**src/design/dsq_pkg.sv**
```systemverilog
// Shared types, constants and elaboration-time threshold functions of the sector quantizer.
package dsq_pkg;

  localparam int COORD_BITS_DEF = 16;
  localparam int COORD_BITS_MAX = 32;
  localparam int SECTOR_W       = 7;
  localparam int SUB_W          = 4;
  localparam int SUB_COUNT      = 16;
  localparam int GUARD_BITS     = 16;
  localparam int FRAC_MAX       = 2 * (COORD_BITS_MAX + 2) + GUARD_BITS;
  localparam int BIG_W          = 16 * (FRAC_MAX + 2);

  typedef logic [SECTOR_W-1:0] sector_t;
  typedef logic [SUB_W-1:0]    sub_t;
  typedef logic [FRAC_MAX-1:0] tan_t;
  typedef logic [BIG_W-1:0]    big_t;

  typedef enum logic [1:0] {
    QUAD_0 = 2'd0,
    QUAD_1 = 2'd1,
    QUAD_2 = 2'd2,
    QUAD_3 = 2'd3
  } quad_e;

  typedef struct packed {
    logic  zero;
    quad_e quad;
    logic  oct;
  } fold_t;

  function automatic int frac_bits(int coord_bits);
    return 2 * (coord_bits + 2) + GUARD_BITS;
  endfunction

  // Exact sub-sector of a first-octant vector, found by repeated angle doubling.
  function automatic sub_t octant_sub(big_t x_in, big_t y_in);
    big_t x;
    big_t y;
    big_t p;
    big_t s;
    big_t m;
    sub_t r;
    x = x_in;
    y = y_in;
    r = '0;
    for (int k = 0; k < SUB_W; k++) begin
      p = x * x;
      s = y * y;
      m = x * y;
      x = p - s;
      y = m << 1;
      r = {r[SUB_W-2:0], (y >= x)};
      if ((y >= x) && (k < SUB_W - 1)) begin
        p = x + y;
        s = y - x;
        x = p;
        y = s;
      end
    end
    return r;
  endfunction

  // Smallest tangent word above the lower edge of sub-sector j, at FRAC_MAX fraction bits.
  function automatic tan_t tan_thr(int j);
    big_t one;
    tan_t t;
    tan_t cand;
    one = big_t'(1) << FRAC_MAX;
    t   = '0;
    for (int b = FRAC_MAX - 1; b >= 0; b--) begin
      cand = t | (tan_t'(1) << b);
      if (octant_sub(one, big_t'(cand)) < sub_t'(j)) begin
        t = cand;
      end
    end
    return t + tan_t'(1);
  endfunction

endpackage

```
**src/design/dsq_fold.sv**
```systemverilog
// Difference vector, quadrant and octant folding into the first octant.
module dsq_fold #(
  parameter int COORD_BITS = dsq_pkg::COORD_BITS_DEF
) (
  input  logic signed [COORD_BITS-1:0] a_x_i,
  input  logic signed [COORD_BITS-1:0] a_y_i,
  input  logic signed [COORD_BITS-1:0] b_x_i,
  input  logic signed [COORD_BITS-1:0] b_y_i,
  output dsq_pkg::fold_t               fold_o,
  output logic [COORD_BITS+1:0]        u_o,
  output logic [COORD_BITS+1:0]        v_o
);
  import dsq_pkg::*;

  localparam int DW = COORD_BITS + 1;
  localparam int UW = COORD_BITS + 2;

  logic signed [DW-1:0] dx;
  logic signed [DW-1:0] dy;
  logic [DW-1:0]        ndx;
  logic [DW-1:0]        ndy;
  logic [DW-1:0]        qu;
  logic [DW-1:0]        qv;
  logic                 dx_pos;
  logic                 dx_neg;
  logic                 dy_pos;
  logic                 dy_neg;
  logic                 oct;
  quad_e                quad;

  assign dx  = DW'(a_x_i) - DW'(b_x_i);
  assign dy  = DW'(a_y_i) - DW'(b_y_i);
  assign ndx = DW'(-dx);
  assign ndy = DW'(-dy);

  always_comb begin
    dx_neg = dx[DW-1];
    dy_neg = dy[DW-1];
    dx_pos = !dx[DW-1] && (dx != '0);
    dy_pos = !dy[DW-1] && (dy != '0);
    if (dx_pos && !dy_neg) begin
      quad = QUAD_0;
      qu   = DW'(dx);
      qv   = DW'(dy);
    end else if (!dx_pos && dy_pos) begin
      quad = QUAD_1;
      qu   = DW'(dy);
      qv   = ndx;
    end else if (dx_neg && !dy_pos) begin
      quad = QUAD_2;
      qu   = ndx;
      qv   = ndy;
    end else begin
      quad = QUAD_3;
      qu   = ndy;
      qv   = DW'(dx);
    end
    oct = (qv >= qu);
    if (oct) begin
      u_o = UW'(qu) + UW'(qv);
      v_o = UW'(qv) - UW'(qu);
    end else begin
      u_o = UW'(qu);
      v_o = UW'(qv);
    end
    fold_o.zero = (dx == '0) && (dy == '0);
    fold_o.quad = quad;
    fold_o.oct  = oct;
  end

endmodule

```
**config.mk**
```make
export PLATFORM = sky130hd
export DESIGN_NAME = dsq_fold
export DESIGN_NICKNAME = d
export VERILOG_FILES = /design/src/design/dsq_pkg.sv /design/src/design/dsq_fold.sv
export SDC_FILE = /design/constraint.sdc
export NUM_CORES = 1
export LEC_CHECK = 0
export BUFFER_PORTS_ARGS = -buffer_cell sky130_fd_sc_hd__buf_2
export CORE_ASPECT_RATIO = 0.5
export CORE_MARGIN = 2
export CORE_UTILIZATION = 43
export DETAILED_ROUTE_END_ITERATION = 16
export MAX_ROUTING_LAYER = met4
export SLEW_MARGIN = 20
export SYNTH_ARGS = -nofsm -noshare
export SYNTH_HDL_FRONTEND = slang
export SYNTH_SLANG_ARGS = --single-unit
export TNS_END_PERCENT = 30
```
**constraint.sdc**
```tcl
create_clock -name vclk -period 8.66
set_input_delay 0 -clock vclk [all_inputs]
set_output_delay 0 -clock vclk [all_outputs]
set_load 0.1 [all_outputs]
```
==> out/qor.yml, run 1 <==
clock_network:
  postCtsHoldBufs: 0
  cts_resized: 0
  post-cts-setup-buffer-count: 0
layout:
  nFlopsAndLatches: 0
  seqCellArea_um2: 0
  layout-drive-gt1-share_pct: 17.2
  syn2layout_area_growth_pct: 21.5
  instances_no_fill: 1209
  final_common_cell: "inv_1"
  final_cell_mix: "inv_1 (94), a21oi_1 (82), nor2_1 (81), nand2_1 (80), buf_2 (75)"
  final_util_pct: 53.7
  nClkBuffers: 0
  antenna_cells: 0
  nets: 1158
sta:
  finalCriticalPeriod_ns: 8.07
  setup_slack_ns: 0.586
  hold_violations: 0
  relSlewSlack_pct: 37.0
  setup_viol: 0
  tightestPinTransition_ns: 0.940
  finalCritPeriodShare_pct: 93.2
  timing.fmax_mhz: 124
  drv_slew: 0
  rsz0062_at_grt: "no"
run:
  maxCapViolCount: 0
synth:
  yosysSeqAreaShare_pct: 0
  syn_nets: 1065
  synth-xor-area-share_pct: 9.62
  yosysTopAreaCell: "ha_1"
  synth_cell_type_count: 88
  synthAdderAreaFrac_pct: 16.0
  netlist_instances: 926
  synth_top_family_by_area: "compound AO/OA/AOI/OAI gates"
  synthSimpleGateAreaFrac_pct: 24.6
  synth_compound_area_share_pct: 36.3
  synth_top_area_share_pct: 15.0
  synth.avg_cell_area_um2: 6.49
  synth.area.top_cells: "ha_1 (15%), xnor2_1 (7.3%), a21oi_1 (6.8%), inv_1 (5.9%), nor2_1 (5.1%)"
  ys_warn_count: 0
  synth_area_um2: 6010
  synthMuxAreaShare_pct: 4.27
routing:
  vias: 7134
  viasPerCell: 5.90
  drt-wirelength-per-cell_um: 17.7
  drtIter0Drc: 572
  ant_nets: 0
  wl_mm: 21.4
  route.detailed.drc: 0
  dr.pass1.iters: 5
setup_path:
  crit_type: "primary input to primary output"
  cp_max_fo: 29
  required_ns: 8.66
  worst_path_most_repeated_cell: "inv_1"
  max_stage_delay_ns: 0.58
  crit_arrival_ns: 8.07
  slowest_stage: "or4_1"
  crit_path_end_kind: "primary output"
  start_kind: "primary input"
placement:
  place_inst: 1209
  io_buffers: 104
  dp_slack_ns: 0.760
  place_congestion: 1.05
  hpwl_mm: 18.0
die:
  start_util_pct: 44.2
  coreArea_um2: 13600
  ios: 104
  die-area_um2: 15000
  die_w_um: 171
  num_rows: 30
  die_h_um: 87.6
global_routing:
  grt_remaining_overflow: 0
  antenna_found_initial: 0
  grt_first_pass_wirelength_mm: 34.0
  grt_pass1_vias: 6493
  grt_use_total_pct: 29.3
  grt_max_degree: 34
outcome:
  status: "finished, final reports clean"
hold_path:
  hp-class: "primary input to primary output"
==> per-stage QoR <==
step	hold slack, ns	TNS [ns]	instance area (µm²)
final	0.910	0	7300
after global routing	0.948	0	7300
after floorplan	0.918	-3.64	6010
after detailed placement	0.905	0	7290
after global placement	0.909	0	7290
after CTS	0.917	0	7290
==> worst max-delay path, delay by kind of cell <==
family	cells	cell delay (ns)
mux	1	0.35
fa+ha+maj	4	1.29
buf+inv	9	1.41
compound gates	8	2.33
xor+xnor	1	0.30
simple gates	8	2.40
==> kinds of logic after synthesis <==
| kind of cell | count (synthesis) |
|---|---|
| xor+xnor | 66 |
| simple gates | 304 |
| mux | 24 |
| buf+inv | 143 |
| compound gates | 314 |
| fa+ha+maj | 75 |
==> routing by layer <==
metal	up-vias	global-route usage (%)	wire (µm)
li1	3573	-	-
met1	3254	41.1	10400
met2	286	42.6	8370
met3	21	8.50	2380
met4	0	3.31	208
met5	-	-	0
==> cell usage after synthesis (7+ instances only) <==
| master | count |
|---|---|
| inv_1 | 94 |
| a21oi_1 | 82 |
| nor2_1 | 82 |
| nand2_1 | 80 |
| ha_1 | 72 |
| o21ai_0 | 50 |
| xnor2_1 | 50 |
| clkbuf_1 | 36 |
| nor3_1 | 33 |
| nand3_1 | 22 |
| o21a_1 | 22 |
| xor2_1 | 16 |
| o211ai_1 | 13 |
| or3_1 | 13 |
| a21o_1 | 12 |
| o21bai_1 | 12 |
| mux2i_1 | 11 |
| nor2b_1 | 11 |
| a211oi_1 | 10 |
| nor4_1 | 10 |
| o31a_1 | 10 |
| o221ai_1 | 9 |
| a31oi_1 | 8 |
| mux2_1 | 7 |
| nand4_1 | 7 |
| o21ai_1 | 7 |
| o22ai_1 | 7 |
==> final timing paths <==
path / start / endpoint / cells after the start
setup / recovery: a_x_i[0] / v_o[11] / 31
hold / removal: b_x_i[0] / u_o[0] / 6
==> cell type report <==
type                       instances  area (µm²)
fill                            1400        6290
multi-input combinational        783        5480
timing repair buffer             138        1220
inverter                          96         360
tap                              192         240
Power of run 1 is not shown: default switching activity piles up to over one toggle a cycle in this logic, so the estimate is an artifact.
==> run 2: changes to the inputs <==
==> constraint.sdc (replaced) <==
create_clock -name vclk -period 8.66
set_input_delay 2.598 -clock vclk [all_inputs]
set_output_delay 2.598 -clock vclk [all_outputs]
set_load 0.1 [all_outputs]
==> out/qor.yml, run 2 (synthesis results as in run 1) <==
placement:
  place_congestion: 0.986
  hpwl_mm: 22.8
  placed_cell_area_um2: 10400
  io_buffers: 104
die:
  die_w_um: 171
  coreArea_um2: 13600
  die-area_um2: 15000
  num_rows: 30
  die_h_um: 87.6
  ios: 104
  start_util_pct: 44.2
layout:
  final_cell_mix: "buf_4 (397), inv_1 (78), nand2_1 (70), nor2_1 (69), buf_2 (64)"
  layout-drive-gt1-share_pct: 54.0
  final_util_pct: 88.6
  nClkBuffers: 0
  fin_area_um2: 12000
  final_common_cell: "buf_4"
  syn2layout_area_growth_pct: 100
  nets: 1557
  nFlopsAndLatches: 0
  seqCellArea_um2: 0
sta:
  tightestPinTransition_ns: 0.558
  setup_viol: 40
  drv_slew: 0
  whs_ns: 6.16
  rsz0062_at_grt: "yes"
  timing.fmax_mhz: 83.4
  setup_slack_ns: -3.33
  finalCritPeriodShare_pct: 138
  setup_tns_ns: -114.59
  hold_violations: 0
  relSlewSlack_pct: 62.3
  finalCriticalPeriod_ns: 11.99
setup_path:
  cp_max_fo: 5
  start_kind: "primary input"
  crit_path_end_kind: "primary output"
  worst_path_most_repeated_cell: "a21oi_1"
  slowest_stage: "or4_1"
  cp_top_family: "compound AO/OA/AOI/OAI gates"
  crit_type: "primary input to primary output"
  crit_arrival_ns: 9.39
  critPathBufInv: 8
  max_stage_delay_ns: 0.53
  required_ns: 6.06
clock_network:
  postCtsHoldBufs: 0
run:
  maxCapViolCount: 0
global_routing:
  grt_pass1_vias: 8869
  grt_use_total_pct: 38.4
  antenna_found_initial: 3
  grt_first_pass_wirelength_mm: 44.7
  grt_remaining_overflow: 0
  grt_max_degree: 26
hold_path:
  min_path_cells: 7
  worstHoldStart: "b_y_i[0]"
  hp-class: "primary input to primary output"
  min_to: "v_o[0]"
outcome:
  status: "complete, but fails checks"
  violations: "negative setup slack"
routing:
  drt-wirelength-per-cell_um: 21.5
  ant_nets: 0
  route.detailed.drc: 0
  viasPerCell: 6.26
  drtIter0Drc: 1368
  vias: 10100
  wl_mm: 34.6
  dr.pass1.iters: 6
## run 2: changes by cell type in the layout (fill, tap and decap cells not counted), moves of 14 or more
cell / delta
buf_12: +16
buf_4: +364
o21ai_0: -25
a21oi_2: +22
buf_6: +24
inv_1: -16
o21ai_2: +16
ha_1: -17
a21oi_1: -34
ha_4: +14
## run 2: final cells by class
cell class | count | area (µm²)
diodes | 3 | 7.51
well taps | 192 | 240
inverters | 96 | 412
repair buffers | 537 | 4600
fillers | 673 | 1550
multi-input cells | 783 | 6780
## run 2: per-layer routing
layer	GRT usage, %	wire length, µm	vias to the layer above	share of wire (%)
met5	-	0	-	0
met1	50.7	13700	4695	40
li1	-	-	4387	-
met2	63.6	15000	757	43
met3	5.20	3990	251	12
met4	6.55	1940	0	5.6
## run 2: worst max-delay path by stage
stage               startpoint       to  slack (ns)  cells after the start
finish                b_x_i[1]  v_o[17]       -3.33                     33
global route          b_x_i[1]  v_o[14]       -3.63                     32
floorplan             a_y_i[0]  v_o[17]       -3.24                     32
global placement      b_x_i[1]  u_o[16]       -3.24                     33
CTS                   a_x_i[0]  v_o[15]       -2.84                     35
detailed placement    a_x_i[1]  u_o[16]       -3.40                     32
## run 2: tightest hold or removal path, delay by kind of cell
kind	cells	cell delay, ns
and+or+nand+nor	2	0.20
buffers and inverters	3	0.47
adders and majority gates	1	0.20
AOI/OAI and AO/OA	1	0.08
## run 2: what timing repair did
item	4_1_cts	5_1_grt
cloned	1	2
setup buffers	44	29
setup endpoints to repair	40	40
gates resized for setup	120	116
pin swaps	61	56
hold endpoints to repair	0	0
## run 2: per-stage QoR
stage | worst slack, ns | std cells
after floorplan | -3.24 | 926
after global placement | -3.24 | 1534
after detailed placement | -3.40 | 1534
after CTS | -2.84 | 1579
after global routing | -3.63 | 1611
final | -3.33 | 1611
==> run 3: changes to the inputs <==
SKIP_LAST_GASP = 1   (was not set)
clock period = 13.4 ns   (was 8.66 ns; I/O delays follow)
==> out/qor.yml, run 3 (synthesis results as in run 1) <==
layout:
  final_common_cell: "buf_4"
  seqCellArea_um2: 0
  nClkBuffers: 0
  layout-drive-gt1-share_pct: 49.5
  final_cell_mix: "buf_4 (361), inv_1 (84), nor2_1 (76), nand2_1 (70), buf_2 (66)"
  nFlopsAndLatches: 0
  syn2layout_area_growth_pct: 88.2
  instances_no_fill: 1559
  nets: 1508
  antenna_cells: 0
setup_path:
  critPathBufInv: 9
  cp_top_family: "compound AO/OA/AOI/OAI gates"
  crit_path_end_kind: "primary output"
  required_ns: 9.38
  crit_type: "primary input to primary output"
  start_kind: "primary input"
  crit_arrival_ns: 10.50
  cp_max_fo: 7
  max_stage_delay_ns: 0.44
  slowest_stage: "or4_1"
die:
  ios: 104
  coreArea_um2: 13600
  die_w_um: 171
  die-area_um2: 15000
  die_h_um: 87.6
  num_rows: 30
  start_util_pct: 44.2
placement:
  place_inst: 1512
  hpwl_mm: 22.2
  place_congestion: 1.02
  dp_slack_ns: -1.54
  io_buffers: 104
routing:
  route.detailed.drc: 0
  drt-wirelength-per-cell_um: 18.3
  ant_nets: 0
  viasPerCell: 5.85
  vias: 9122
  drtIter0Drc: 913
  wl_mm: 28.5
  dr.pass1.iters: 6
sta:
  tightestPinTransition_ns: 0.598
  finalCritPeriodShare_pct: 108
  hold_violations: 0
  finalCriticalPeriod_ns: 14.52
  rsz0062_at_grt: "yes"
  setup_viol: 37
  drv_slew: 0
  setup_slack_ns: -1.12
  relSlewSlack_pct: 60.0
  timing.fmax_mhz: 68.9
hold_path:
  worstHoldStart: "b_y_i[0]"
  min_to: "v_o[0]"
  min_path_cells: 7
  hp-class: "primary input to primary output"
global_routing:
  grt_max_degree: 26
  grt_use_total_pct: 37.1
  antenna_found_initial: 0
  grt_first_pass_wirelength_mm: 43.4
  grt_pass1_vias: 8660
  grt_remaining_overflow: 0
run:
  maxCapViolCount: 0
outcome:
  status: "complete, but fails checks"
  violations: "negative setup slack"
clock_network:
  postCtsHoldBufs: 0
## run 3: cell types whose count changed in the layout (fill, tap and decap cells not counted), sizes merged
| cell | previous run | this run |
|---|---|---|
| diode | 3 | 0 |
| buf | 536 | 487 |
## run 3: how the worst max path moves through the flow
stage	start	endpoint	slack [ns]	depth (start not counted)
4_1_cts	a_x_i[0]	u_o[16]	-0.87	34
6_report	a_x_i[0]	v_o[15]	-1.12	33
3_5_place_dp	a_x_i[0]	u_o[16]	-1.54	34
5_1_grt	a_x_i[0]	v_o[15]	-1.37	32
2_1_floorplan	a_y_i[0]	v_o[17]	-1.34	32
3_3_place_gp	a_x_i[0]	u_o[16]	-1.31	35
## run 3: cell type report
cell class                      instances  area [µm²]
Fill cell                             859        2280
Inverter                               96         407
Multi-Input combinational cell        783        6490
Tap cell                              192         240
Timing Repair Buffer                  488        4170
## run 3: layer usage
layer	vias to the layer above	wire (µm)	track usage [%]
met1	4259	12000	46.3
met3	87	2960	8.99
li1	4276	-	-
met4	0	675	6.63
met2	500	12900	62.0
met5	-	0	-
## run 3: metrics by stage
stage / setup TNS, ns / hold WS [ns] / utilization [%] / instance area [µm²]
after global placement: -37.63 / 8.89 / 75.3 / 10200
after detailed placement: -40.18 / 8.91 / 75.3 / 10200
after CTS: -27.79 / 8.92 / 80.3 / 10900
after global routing: -41.42 / 8.97 / 83.2 / 11300
after floorplan: -37.39 / 8.54 / - / 6580
final: -32.13 / 8.92 / 83.2 / 11300
## run 3: repair_timing
action,CTS,global route
gates cloned,2,1
endpoints found under the setup margin,37,37
gates resized for setup,108,56
endpoints found under the hold margin,0,0
buffers inserted,32,13
pin swaps,46,23
Power of run 3 is left out for the same reason.
